### src/hdl/dhcp_lt_pkg.sv
`default_nettype none

package dhcp_lt_pkg;

    // lease table geometry
    localparam int TABLE_ENTRIES = 8;
    localparam int IDX_W         = (TABLE_ENTRIES > 1) ? $clog2(TABLE_ENTRIES) : 1;
    localparam int CNT_W         = $clog2(TABLE_ENTRIES + 1);

    typedef logic [7:0]  byte_t;
    typedef logic [47:0] mac_t;
    typedef logic [31:0] ip_t;

    // header checks
    localparam ip_t   MAGIC_COOKIE  = 32'h6382_5363;
    localparam byte_t BOOT_REQUEST  = 8'd1;
    localparam byte_t HTYPE_ETHER   = 8'd1;
    localparam byte_t HLEN_ETHER    = 8'd6;
    localparam byte_t TYPE_OPT_LEN  = 8'd1;
    localparam byte_t MSG_DISCOVER  = 8'd1;
    localparam byte_t MSG_REQUEST   = 8'd3;

    // reset values
    localparam ip_t SERVER_IP_RESET   = 32'h0000_0000;
    localparam ip_t SUBNET_MASK_RESET = 32'hFFFF_FF00;
    localparam ip_t OFFSET_RESET      = 32'h0000_0001;

    typedef enum logic [1:0] {
        KIND_DROP  = 2'd0,
        KIND_OFFER = 2'd1,
        KIND_ACK   = 2'd2,
        KIND_NAK   = 2'd3
    } kind_t;

    // register file
    localparam int APB_ADDR_W = 3;
    localparam int APB_DATA_W = 32;
    localparam int REG_IDX_W  = APB_ADDR_W - 2;
    localparam logic [REG_IDX_W-1:0] REG_SERVER_IP   = 1'b0;
    localparam logic [REG_IDX_W-1:0] REG_SUBNET_MASK = 1'b1;

    typedef struct packed {
        ip_t server_ip;
        ip_t subnet_mask;
    } cfg_t;

    // one captured request
    typedef struct packed {
        byte_t boot_op;
        byte_t hw_type;
        byte_t hw_len;
        ip_t   magic_word;
        byte_t msg_type_len;
        byte_t msg_type;
        mac_t  client_mac;
        logic  req_ip_present;
        ip_t   req_ip;
    } item_t;

    // one table entry in memory
    typedef struct packed {
        mac_t mac;
        ip_t  ip;
    } slot_t;

    // controller to datapath
    typedef struct packed {
        logic             take;
        logic             start;
        logic             rd_en;
        logic [IDX_W-1:0] rd_addr;
        logic             alloc;
        logic             load_out;
    } dp_cmd_t;

    // datapath to controller
    typedef struct packed {
        logic in_valid;
        logic hdr_ok;
        logic lease_ok;
        logic rd_pending;
        logic alloc_ok;
        logic out_free;
    } dp_stat_t;

endpackage

`default_nettype wire

### src/hdl/dhcp_lt_if.sv
`default_nettype none

// request channel
interface dhcp_lt_req_if;
    import dhcp_lt_pkg::*;

    logic  valid;
    logic  ready;
    byte_t boot_op;
    byte_t hw_type;
    byte_t hw_len;
    ip_t   magic_word;
    byte_t msg_type_len;
    byte_t msg_type;
    mac_t  client_mac;
    logic  req_ip_present;
    ip_t   req_ip;

    modport source (
        output valid, boot_op, hw_type, hw_len, magic_word, msg_type_len, msg_type,
               client_mac, req_ip_present, req_ip,
        input  ready
    );

    modport sink (
        input  valid, boot_op, hw_type, hw_len, magic_word, msg_type_len, msg_type,
               client_mac, req_ip_present, req_ip,
        output ready
    );
endinterface

// reply channel
interface dhcp_lt_rsp_if;
    import dhcp_lt_pkg::*;

    logic  valid;
    logic  ready;
    kind_t reply_kind;
    ip_t   client_ip;

    modport source (
        output valid, reply_kind, client_ip,
        input  ready
    );

    modport sink (
        input  valid, reply_kind, client_ip,
        output ready
    );
endinterface

`default_nettype wire

### src/hdl/dhcp_lt_regs.sv
`default_nettype none

module dhcp_lt_regs (
    input  logic                               clk,
    input  logic                               rst_n,
    input  logic                               psel,
    input  logic                               penable,
    input  logic                               pwrite,
    input  logic [dhcp_lt_pkg::APB_ADDR_W-1:0] paddr,
    input  logic [dhcp_lt_pkg::APB_DATA_W-1:0] pwdata,
    output logic [dhcp_lt_pkg::APB_DATA_W-1:0] prdata,
    output logic                               pready,
    output dhcp_lt_pkg::cfg_t                  cfg
);
    import dhcp_lt_pkg::*;

    logic                 wr_en;
    logic [REG_IDX_W-1:0] reg_idx;
    ip_t                  server_ip_reg;
    ip_t                  subnet_mask_reg;

    assign pready  = 1'b1;
    assign wr_en   = psel & penable & pwrite;
    assign reg_idx = paddr[APB_ADDR_W-1:2];

    // register writes on the access phase
    always_ff @(posedge clk or negedge rst_n)
    begin
        if (!rst_n)
        begin
            server_ip_reg   <= SERVER_IP_RESET;
            subnet_mask_reg <= SUBNET_MASK_RESET;
        end
        else if (wr_en)
        begin
            case (reg_idx)
                REG_SERVER_IP:   server_ip_reg   <= pwdata;
                REG_SUBNET_MASK: subnet_mask_reg <= pwdata;
                default:         ;
            endcase
        end
    end

    // read back
    always_comb
    begin
        case (reg_idx)
            REG_SERVER_IP:   prdata = server_ip_reg;
            REG_SUBNET_MASK: prdata = subnet_mask_reg;
            default:         prdata = '0;
        endcase
    end

    assign cfg.server_ip   = server_ip_reg;
    assign cfg.subnet_mask = subnet_mask_reg;

endmodule

`default_nettype wire

### src/hdl/dhcp_lt_ctrl.sv
`default_nettype none

module dhcp_lt_ctrl (
    input  logic                  clk,
    input  logic                  rst_n,
    input  dhcp_lt_pkg::dp_stat_t stat,
    output dhcp_lt_pkg::dp_cmd_t  cmd
);
    import dhcp_lt_pkg::*;

    typedef enum logic [4:0] {
        ST_IDLE   = 5'b00001,
        ST_CHECK  = 5'b00010,
        ST_SCAN   = 5'b00100,
        ST_ALLOC  = 5'b01000,
        ST_FINISH = 5'b10000
    } state_t;

    state_t           state_reg;
    state_t           state_next;
    logic [CNT_W-1:0] issue_idx_reg;
    logic [CNT_W-1:0] issue_idx_next;
    logic             issue_left;

    assign issue_left = (issue_idx_reg < CNT_W'(TABLE_ENTRIES));

    // sequencing of one request
    always_comb
    begin
        state_next     = state_reg;
        issue_idx_next = issue_idx_reg;
        cmd            = '0;
        cmd.rd_addr    = issue_idx_reg[IDX_W-1:0];
        case (state_reg)
            ST_IDLE:
            begin
                cmd.take = 1'b1;
                if (stat.in_valid)
                begin
                    state_next = ST_CHECK;
                end
            end
            ST_CHECK:
            begin
                cmd.start      = 1'b1;
                issue_idx_next = '0;
                state_next     = stat.hdr_ok ? ST_SCAN : ST_FINISH;
            end
            ST_SCAN:
            begin
                if (stat.lease_ok)
                begin
                    state_next = ST_FINISH;
                end
                else if (issue_left)
                begin
                    cmd.rd_en      = 1'b1;
                    issue_idx_next = issue_idx_reg + CNT_W'(1);
                end
                else if (!stat.rd_pending)
                begin
                    state_next = ST_ALLOC;
                end
            end
            ST_ALLOC:
            begin
                cmd.alloc  = 1'b1;
                state_next = ST_FINISH;
            end
            ST_FINISH:
            begin
                if (stat.out_free)
                begin
                    cmd.load_out = 1'b1;
                    state_next   = ST_IDLE;
                end
            end
            default:
            begin
                state_next = ST_IDLE;
            end
        endcase
    end

    always_ff @(posedge clk or negedge rst_n)
    begin
        if (!rst_n)
        begin
            state_reg     <= ST_IDLE;
            issue_idx_reg <= '0;
        end
        else
        begin
            state_reg     <= state_next;
            issue_idx_reg <= issue_idx_next;
        end
    end

endmodule

`default_nettype wire

### src/hdl/dhcp_lt_dp.sv
`default_nettype none

module dhcp_lt_dp (
    input  logic                  clk,
    input  logic                  rst_n,
    input  dhcp_lt_pkg::cfg_t     cfg,
    input  dhcp_lt_pkg::dp_cmd_t  cmd,
    output dhcp_lt_pkg::dp_stat_t stat,
    dhcp_lt_req_if.sink           req,
    dhcp_lt_rsp_if.source         rsp
);
    import dhcp_lt_pkg::*;

    // lease memory: mac and address of every slot
    slot_t              mem [TABLE_ENTRIES];

    item_t              item_reg;
    logic [TABLE_ENTRIES-1:0] used_reg;
    ip_t                next_offset_reg;
    slot_t              rd_data_reg;
    logic               rd_valid_reg;
    logic [IDX_W-1:0]   rd_idx_reg;
    logic               lease_ok_reg;
    ip_t                lease_ip_reg;
    logic               free_found_reg;
    logic [IDX_W-1:0]   free_idx_reg;
    logic               out_valid_reg;
    kind_t              kind_reg;
    ip_t                ip_out_reg;

    logic               in_fire;
    logic               hdr_ok;
    logic               hit;
    logic               free_seen;
    ip_t                cand_addr;
    logic               addr_ok;
    logic               alloc_we;
    slot_t              new_slot;
    kind_t              kind_next;

    assign req.ready = cmd.take;
    assign in_fire   = req.valid & cmd.take;

    // capture the request
    always_ff @(posedge clk)
    begin
        if (in_fire)
        begin
            item_reg.boot_op        <= req.boot_op;
            item_reg.hw_type        <= req.hw_type;
            item_reg.hw_len         <= req.hw_len;
            item_reg.magic_word     <= req.magic_word;
            item_reg.msg_type_len   <= req.msg_type_len;
            item_reg.msg_type       <= req.msg_type;
            item_reg.client_mac     <= req.client_mac;
            item_reg.req_ip_present <= req.req_ip_present;
            item_reg.req_ip         <= req.req_ip;
        end
    end

    // header validation
    assign hdr_ok = (item_reg.boot_op == BOOT_REQUEST) &&
                    (item_reg.magic_word == MAGIC_COOKIE) &&
                    (item_reg.hw_type == HTYPE_ETHER) &&
                    (item_reg.hw_len == HLEN_ETHER) &&
                    (item_reg.msg_type_len == TYPE_OPT_LEN) &&
                    ((item_reg.msg_type == MSG_DISCOVER) ||
                     (item_reg.msg_type == MSG_REQUEST));

    // compare the slot read last cycle
    assign hit       = rd_valid_reg && used_reg[rd_idx_reg] && !lease_ok_reg &&
                       (rd_data_reg.mac == item_reg.client_mac);
    assign free_seen = rd_valid_reg && !used_reg[rd_idx_reg] && !free_found_reg;

    // candidate address for a new lease
    assign cand_addr = (cfg.server_ip & ~cfg.subnet_mask) + next_offset_reg;
    assign addr_ok   = ((cand_addr & cfg.subnet_mask) == '0);
    assign alloc_we  = cmd.alloc && free_found_reg && addr_ok;
    assign new_slot.mac = item_reg.client_mac;
    assign new_slot.ip  = cand_addr | (cfg.subnet_mask & cfg.server_ip);

    // memory port: one write, one registered read
    always_ff @(posedge clk)
    begin
        if (alloc_we)
        begin
            mem[free_idx_reg] <= new_slot;
        end
        if (cmd.rd_en)
        begin
            rd_data_reg <= mem[cmd.rd_addr];
        end
    end

    // lookup and allocation state
    always_ff @(posedge clk or negedge rst_n)
    begin
        if (!rst_n)
        begin
            used_reg        <= '0;
            next_offset_reg <= OFFSET_RESET;
            rd_valid_reg    <= 1'b0;
            rd_idx_reg      <= '0;
            lease_ok_reg    <= 1'b0;
            free_found_reg  <= 1'b0;
            free_idx_reg    <= '0;
        end
        else
        begin
            rd_valid_reg <= cmd.rd_en;
            rd_idx_reg   <= cmd.rd_addr;
            if (cmd.start)
            begin
                lease_ok_reg   <= 1'b0;
                free_found_reg <= 1'b0;
            end
            else
            begin
                if (hit || alloc_we)
                begin
                    lease_ok_reg <= 1'b1;
                end
                if (free_seen)
                begin
                    free_found_reg <= 1'b1;
                    free_idx_reg   <= rd_idx_reg;
                end
            end
            if (alloc_we)
            begin
                used_reg[free_idx_reg] <= 1'b1;
                next_offset_reg        <= next_offset_reg + 32'd1;
            end
        end
    end

    // leased address of the client
    always_ff @(posedge clk)
    begin
        if (hit)
        begin
            lease_ip_reg <= rd_data_reg.ip;
        end
        else if (alloc_we)
        begin
            lease_ip_reg <= new_slot.ip;
        end
    end

    // reply decision
    always_comb
    begin
        if (!lease_ok_reg)
        begin
            kind_next = KIND_DROP;
        end
        else if (item_reg.msg_type == MSG_DISCOVER)
        begin
            kind_next = KIND_OFFER;
        end
        else if (item_reg.req_ip_present && (item_reg.req_ip != lease_ip_reg))
        begin
            kind_next = KIND_NAK;
        end
        else
        begin
            kind_next = KIND_ACK;
        end
    end

    // output register
    always_ff @(posedge clk or negedge rst_n)
    begin
        if (!rst_n)
        begin
            out_valid_reg <= 1'b0;
        end
        else if (cmd.load_out)
        begin
            out_valid_reg <= 1'b1;
        end
        else if (rsp.ready)
        begin
            out_valid_reg <= 1'b0;
        end
    end

    always_ff @(posedge clk)
    begin
        if (cmd.load_out)
        begin
            kind_reg   <= kind_next;
            ip_out_reg <= lease_ok_reg ? lease_ip_reg : '0;
        end
    end

    assign rsp.valid      = out_valid_reg;
    assign rsp.reply_kind = kind_reg;
    assign rsp.client_ip  = ip_out_reg;

    assign stat.in_valid   = req.valid;
    assign stat.hdr_ok     = hdr_ok;
    assign stat.lease_ok   = lease_ok_reg;
    assign stat.rd_pending = rd_valid_reg;
    assign stat.alloc_ok   = free_found_reg && addr_ok;
    assign stat.out_free   = !out_valid_reg || rsp.ready;

endmodule

`default_nettype wire

### src/hdl/dhcp_lease_table.sv
// DHCP lease table: decides the answer to one decoded client message.
// req channel: valid/ready transfer of the header fields, message type,
// client MAC and optional requested address. rsp channel: valid/ready
// transfer of reply_kind (drop, offer, ack, nak) and the client address.
// Server address and subnet mask are to be written by the user over the
// APB port while idle; the block does not enforce this. Each message
// gives exactly one reply, in order. A bad header skips the lookup and
// goes straight to the reply. A lookup reads the lease memory one slot
// per cycle; a known client's slot ends the scan, while a new lease is
// allocated only after every slot is read. One message is handled at a
// time; the next transfer is taken the cycle after the reply is loaded.
// The reply sits in an output register: the next message is taken while
// it waits, and a stalled receiver holds the following reply back.
// Reset clears all leases, sets the running offset to 1, the server
// address to 0 and the mask to 255.255.255.0; no clearing pass is needed.
`default_nettype none

module dhcp_lease_table (
    input  logic                               clk,
    input  logic                               rst_n,
    dhcp_lt_req_if.sink                        req,
    dhcp_lt_rsp_if.source                      rsp,
    input  logic                               psel,
    input  logic                               penable,
    input  logic                               pwrite,
    input  logic [dhcp_lt_pkg::APB_ADDR_W-1:0] paddr,
    input  logic [dhcp_lt_pkg::APB_DATA_W-1:0] pwdata,
    output logic [dhcp_lt_pkg::APB_DATA_W-1:0] prdata,
    output logic                               pready
);
    import dhcp_lt_pkg::*;

    cfg_t     cfg;
    dp_cmd_t  cmd;
    dp_stat_t stat;

    // configuration registers
    dhcp_lt_regs u_regs (
        .clk     (clk),
        .rst_n   (rst_n),
        .psel    (psel),
        .penable (penable),
        .pwrite  (pwrite),
        .paddr   (paddr),
        .pwdata  (pwdata),
        .prdata  (prdata),
        .pready  (pready),
        .cfg     (cfg)
    );

    // sequencer
    dhcp_lt_ctrl u_ctrl (
        .clk   (clk),
        .rst_n (rst_n),
        .stat  (stat),
        .cmd   (cmd)
    );

    // lookup, allocation and reply
    dhcp_lt_dp u_dp (
        .clk   (clk),
        .rst_n (rst_n),
        .cfg   (cfg),
        .cmd   (cmd),
        .stat  (stat),
        .req   (req),
        .rsp   (rsp)
    );

`ifndef NO_ASSERTIONS
    // a taken request makes the block busy
    a_busy_after_take: assert property (@(posedge clk) disable iff (!rst_n)
        (req.valid && req.ready) |=> !req.ready)
        else $error("request taken while a previous one is in progress");

    // a new slot is only taken when the scan found no lease
    a_alloc_after_miss: assert property (@(posedge clk) disable iff (!rst_n)
        cmd.alloc |-> !stat.lease_ok)
        else $error("allocation attempted for a client that already has a lease");

    // the reply is loaded only into a free output register
    a_load_when_free: assert property (@(posedge clk) disable iff (!rst_n)
        cmd.load_out |-> stat.out_free)
        else $error("reply overwrote one not yet transferred");

    // memory reads only happen during a lookup
    a_read_while_busy: assert property (@(posedge clk) disable iff (!rst_n)
        cmd.rd_en |-> (!req.ready && !cmd.load_out && !cmd.alloc))
        else $error("lease memory read outside a lookup");
`endif

endmodule

`default_nettype wire

### src/flat_wrapper.sv
// flat-port wrapper written by rule: the top's interface ports become plain ports
module dhcp_lease_table_flat import dhcp_lt_pkg::*;
  (clk, rst_n, psel, penable, pwrite, paddr, pwdata, prdata, pready, req_valid, req_boot_op, req_hw_type, req_hw_len, req_magic_word, req_msg_type_len, req_msg_type, req_client_mac, req_req_ip_present, req_req_ip, req_ready, rsp_valid, rsp_reply_kind, rsp_client_ip, rsp_ready);
  dhcp_lt_req_if req_i ();
  dhcp_lt_rsp_if rsp_i ();
  input  logic clk;
  input  logic rst_n;
  input  logic psel;
  input  logic penable;
  input  logic pwrite;
  input  logic [dhcp_lt_pkg::APB_ADDR_W-1:0] paddr;
  input  logic [dhcp_lt_pkg::APB_DATA_W-1:0] pwdata;
  output logic [dhcp_lt_pkg::APB_DATA_W-1:0] prdata;
  output logic pready;
  input wire logic [$bits(req_i.valid)-1:0] req_valid;
  input wire logic [$bits(req_i.boot_op)-1:0] req_boot_op;
  input wire logic [$bits(req_i.hw_type)-1:0] req_hw_type;
  input wire logic [$bits(req_i.hw_len)-1:0] req_hw_len;
  input wire logic [$bits(req_i.magic_word)-1:0] req_magic_word;
  input wire logic [$bits(req_i.msg_type_len)-1:0] req_msg_type_len;
  input wire logic [$bits(req_i.msg_type)-1:0] req_msg_type;
  input wire logic [$bits(req_i.client_mac)-1:0] req_client_mac;
  input wire logic [$bits(req_i.req_ip_present)-1:0] req_req_ip_present;
  input wire logic [$bits(req_i.req_ip)-1:0] req_req_ip;
  output wire logic [$bits(req_i.ready)-1:0] req_ready;
  output wire logic [$bits(rsp_i.valid)-1:0] rsp_valid;
  output wire logic [$bits(rsp_i.reply_kind)-1:0] rsp_reply_kind;
  output wire logic [$bits(rsp_i.client_ip)-1:0] rsp_client_ip;
  input wire logic [$bits(rsp_i.ready)-1:0] rsp_ready;
  assign req_i.valid = req_valid;
  assign req_i.boot_op = req_boot_op;
  assign req_i.hw_type = req_hw_type;
  assign req_i.hw_len = req_hw_len;
  assign req_i.magic_word = req_magic_word;
  assign req_i.msg_type_len = req_msg_type_len;
  assign req_i.msg_type = req_msg_type;
  assign req_i.client_mac = req_client_mac;
  assign req_i.req_ip_present = req_req_ip_present;
  assign req_i.req_ip = req_req_ip;
  assign req_ready = req_i.ready;
  assign rsp_valid = rsp_i.valid;
  assign rsp_reply_kind = rsp_i.reply_kind;
  assign rsp_client_ip = rsp_i.client_ip;
  assign rsp_i.ready = rsp_ready;
  dhcp_lease_table u_core (.clk(clk), .rst_n(rst_n), .req(req_i), .rsp(rsp_i), .psel(psel), .penable(penable), .pwrite(pwrite), .paddr(paddr), .pwdata(pwdata), .prdata(prdata), .pready(pready));
endmodule
### config.mk
export PLATFORM = sky130hd
export DESIGN_NAME = dhcp_lease_table_flat
export DESIGN_NICKNAME = d
export VERILOG_FILES = /design/src/hdl/dhcp_lt_pkg.sv /design/src/hdl/dhcp_lt_if.sv /design/src/hdl/dhcp_lt_regs.sv /design/src/hdl/dhcp_lt_ctrl.sv /design/src/hdl/dhcp_lt_dp.sv /design/src/hdl/dhcp_lease_table.sv /design/src/flat_wrapper.sv
export SDC_FILE = /design/constraint.sdc
export NUM_CORES = 1
export LEC_CHECK = 0
export BUFFER_PORTS_ARGS = -buffer_cell sky130_fd_sc_hd__buf_2
export CAP_MARGIN = 20
export CORE_MARGIN = 5
export CORE_UTILIZATION = 30
export DETAILED_ROUTE_END_ITERATION = 8
export SLEW_MARGIN = 20
export SYNTH_ARGS = -nofsm -noshare
export SYNTH_HDL_FRONTEND = slang
export SYNTH_HIERARCHICAL = 1
export SYNTH_SLANG_ARGS = --single-unit
### constraint.sdc
create_clock -name clk -period 16.3 [get_ports clk]
set_input_delay 1.63 -clock clk [delete_from_list [all_inputs] [get_ports clk]]
set_output_delay 1.63 -clock clk [all_outputs]
set_load 0.05 [all_outputs]
## Yosys cells after proc, flatten, opt, wreduce, memory -nomap -nowiden

Memory sizes are Yosys's and may differ from the RTL's. A register that Yosys moved wholly into a read port is not among the register bits.
Cells that the tools add are included.

- Register bits: 342
- Bits in writable memories: 640
- Bits of input ports: 195
- Output and inout port bits: 69
- Logic and storage cells: 133
- Memories: 1

Memory list:

| memory | words | bits a word | rd ports | clocked after memory_dff | wr ports | line | text |
|---|---|---|---|---|---|---|---|
| u_core.u_dp.mem | 8 | 80 | 1 | 1 | 1 | dhcp_lt_dp.sv:15 | `slot_t mem [TABLE_ENTRIES];` |

- Add/subtract/negate cells: 3
- $lt $le $gt $ge: 4
- Eq/ne operators: 20
- Mux-type cells: 35
- Bitwise logic cells: 12
- Reductions and logical operators: 33

Operators by type and width:

| cell | number |
|---|---|
| $and 32x32->32 | 3 |
| $mux 32 | 2 |
| $pmux 32 s2 | 1 |
| $eq 48x48->1 | 1 |
| $add 32x1->32 const B | 1 |
| $add 32x32->32 | 1 |
| $eq 32x31->1 const B | 1 |
| $eq 8x1->1 const B | 4 |
| $logic_not 32->1 | 1 |
| $ne 32x32->1 | 1 |
| $not 32->32 | 1 |
| $or 32x32->32 | 1 |
| $mux 5 | 6 |
| $pmux 5 s5 | 1 |
| $mux 1 | 20 |
| $logic_and 1x1->1 | 14 |
| $reduce_bool 2->1 | 5 |
| $eq 8x2->1 const B | 1 |
| $eq 8x3->1 const B | 1 |
| $lt 3x4->1 const B | 2 |
| $mux 4 | 2 |
| $or 8x8->8 | 1 |
| $pmux 4 s2 | 1 |
| $ne 2x2->1 const B | 3 |
| 20 further kinds | 32 |

## Longest topological paths before layout

- Depth after elaboration: 9
- Gate-level depth with buffers: 14
- Mapped depth without buffers: 13

## Hierarchy

The synthesis kept the hierarchy.

Modules (own cells, without submodules):

| module | instances | cells each | area an instance (µm²) | seq. area each (µm²) |
|---|---|---|---|---|
| dhcp_lt_dp | 1 | 2235 | 40597.7 | 29449.5 |
| dhcp_lt_regs | 1 | 174 | 2941.6 | 1631.6 |
| dhcp_lt_ctrl | 1 | 54 | 546.8 | 226.5 |

## Worst setup path before layout

Ideal clock, no wire load.

- Path kind: register -> register
- Start: register u_core.u_regs.subnet_mask_reg[13]
- End: memory u_core/u_dp/mem[0][0] in the netlist's numbering, enable pin
- Setup time: 0.715 ns
- Data arrival time: 10.742 ns
- Data required time: 15.585 ns
- Slack: 4.843 ns
- Cell stages (with the launch flop): 14
- Period minus slack after synthesis: 11.457 ns
- Path through: dfstp_2 nor2b_1 ha_1 clkbuf_1 nand2_1 o21ai_0 mux2_2 a21o_1 nor4_1 nor4b_1 nand4_1 nor4b_2 nand3_1 nor4_1

- Word-level cells in the longest chain between the ends: 8

Ends and longest elaborated chain:

| element | line | text |
|---|---|---|
| start: declaration | dhcp_lt_regs.sv:20 | `ip_t subnet_mask_reg;` |
| start signal: assignment | dhcp_lt_regs.sv:38 | `REG_SUBNET_MASK: subnet_mask_reg <= pwdata;` |
| $not 32->32 | dhcp_lt_dp.sv:76 | `assign cand_addr = (cfg.server_ip & ~cfg.subnet_mask) + next_offset_reg;` |
| $and 32x32->32 | dhcp_lt_dp.sv:76 |  |
| $add 32x32->32 | dhcp_lt_dp.sv:76 |  |
| $and 32x32->32 * | dhcp_lt_dp.sv:77 | `assign addr_ok = ((cand_addr & cfg.subnet_mask) == '0);` |
| $logic_not 32->1 * | dhcp_lt_dp.sv:77 |  |
| $logic_and 1x1->1 * | dhcp_lt_dp.sv:78 | `assign alloc_we = cmd.alloc && free_found_reg && addr_ok;` |
| $mux 1 * | dhcp_lt_dp.sv:85 | `if (alloc_we)` |
| $mux 1 (implied by the code) * | dhcp_lt_dp.sv:87 | `mem[free_idx_reg] <= new_slot;` |
| end: declaration | dhcp_lt_dp.sv:15 |  |

Every way passes the cells marked *; elsewhere a longest branch is shown, timed or not.

## Worst setup path after layout

- Start: register u_core.u_regs.subnet_mask_reg[8]
- End: memory u_core/u_dp/mem[4][60] in the netlist's numbering, enable pin

The elaborated chain is that of the path after synthesis.

==> run summary <==
final setup fails - 0
Global Route Usage Sum - 14.6%
Critical Path Fanout Max - 46
grt met1 use - 20.8%
crit end category - flip-flop
CTS tree - done
Design Power - 6.53 mW
Max VDD drop - 0.0823 mV
CTS Buffer Depth - 3
Worst-Margin Slew - 1.05 ns
Mapped Area - 44100 sq um
antenna-violating nets left - 0
layout cells sized above 1 - 31.0%
Die X - 393 um
Clock Skew - 0.0610 ns
Iter 0 DRT Violations - 2178
GRT overflow - 0
CTS clk-pin slew, worst paths - 0.06 ns
Slew Viols, Final - 0
vias in the first global route - 24300
DIE AREA - 155000 sq um
Setup crit start kind - flip-flop
commonest non-fill, non-tap cell in the layout - edfxtp_1
P_int - 4.85 mW
met3 GRT Util - 3.78%
crit-path cells - nor2b_1 > ha_1 > nand4_1 > o22ai_1 > a211oi_1 > o211ai_1 > nor2_1 > a2111oi_1 > nand3_1 > buf_4 > nor3_2 > buf_4 > buf_4
Final TNS setup - 0 ns
met2 usage - 22.5%
WL final - 116000 um
CTS hold repair buffers - 0
syn avg cell area - 17.9 sq um
most frequent cells in the layout - 939 x edfxtp_1, 259 x buf_2, 172 x mux2_2
Core Rows - 140
Crit path max-delay family - compound AO/OA/AOI/OAI gates
Core Region - 146000 sq um
WS Path Type - reg2reg
Routed WL per cell - 24.3 um
Post-CTS Setup Inserts - 0
CTS root buffer - clkbuf_16
Die Height - 393 um
Syn Inst Count - 2462
layer with the highest usage - met2
Initial Utilization - 30.2%
vias after detailed routing - 24100
Seq pwr share - 52.0%
Yosys warnings - 6
final hold vios - 0
CP bufs+invs - 3
H-Tree Depth - 3
fmax - 141 MHz
Lkg Pwr - 17.4 nW
fin crit period - 7.07 ns
WP data arrival - 7.39 ns
CTS Sinks - 1062
nets - 2999
Ports - 264
status - completed
initial antenna violation count - 22
required time of the critical path - 16.62 ns
DRC errors left - 0
CTS resizes - 0
power per cell area - 128 nW/um^2
IO Port Bufs - 260
syn_nets - 2691
first-pass GRT wire length - 168000 um
Slowest cell on crit path - a2111oi_1
RSZ-0062 raised after global routing - false
CP peak stage delay - 0.90 ns
Comb power frac - 10.8%
max-cap viol count - 0
GP Congestion - 0.922
clock share of power - 37.2%
Switch Pwr - 1.68 mW
detailed placement HPWL - 74000 um
Max-slew headroom - 30.0%
most used cell, CP - buf_4
largest net degree at the start of global routing - 97
Area Overhead vs Synth - 16.2%
drt via density - 5.03
TritonCTS Buffers - 107
crit share post-route - 43.4%
HP Class - reg2reg
Largest register FFs - 640
switch share - 25.7%
Detailed Routing Iterations Pass 1 - 6
clk_lat worst skew - 0.73 ns
area by class of cell:
type,count,area (sq um)
Fill cell,13700,94700
Inverter,29,109
Clock inverter,66,682
Sequential cell,1062,31300
Timing Repair Buffer,298,1610
Tap cell,1917,2400
Multi-Input combinational cell,1272,12300
Clock buffer,131,2770
Antenna cell,10,25.0
power groups by stage:
stage	combinational, mW	sequential (mW)	clock [mW]
3_5_place_dp	0.705	3.45	0
2_1_floorplan	0.449	3.43	0
5_1_grt	0.755	3.42	2.61
4_1_cts	0.708	3.40	2.49
3_3_place_gp	0.698	3.44	0
6_report	0.707	3.40	2.43
through the flow:
step	setup slack [ns]	instance area, sq um	hold slack [ns]	std cells	utilization (%)
6_report	9.23	51200	0.470	4785	35.1
5_1_grt	8.96	51200	0.482	4776	35.1
4_1_cts	9.38	51200	0.475	4775	35.1
3_5_place_dp	9.41	47700	0.462	4578	32.7
3_3_place_gp	9.34	47700	0.452	4578	32.7
2_1_floorplan	4.88	44100	0.423	2462	-
final timing paths:
check | start | cells after the start | end | slack [ns]
worst max-delay path | u_core/u_regs/subnet_mask_reg[8] | 13 | u_core/u_dp/mem[4][60] | 9.23
worst min-delay path | u_core/u_dp/used_reg[6] | 1 | u_core/u_dp/used_reg[6] | 0.47
worst max register to register | u_core/u_regs/subnet_mask_reg[8] | 13 | u_core/u_dp/mem[4][60] | 9.23
worst min register to register | u_core/u_dp/used_reg[6] | 1 | u_core/u_dp/used_reg[6] | 0.47
max in group asynchronous | rst_n | 2 | u_core/u_dp/next_offset_reg[1] | 14.12
min in group asynchronous | rst_n | 1 | u_core/u_dp/next_offset_reg[31] | 0.90
metal layers:
layer,part of all wire (%),up-vias
met3,8.5,159
met2,46,912
met5,0.018,-
met4,2.1,4
met1,44,12600
li1,-,10400
Power figures use the tool's default switching activity.
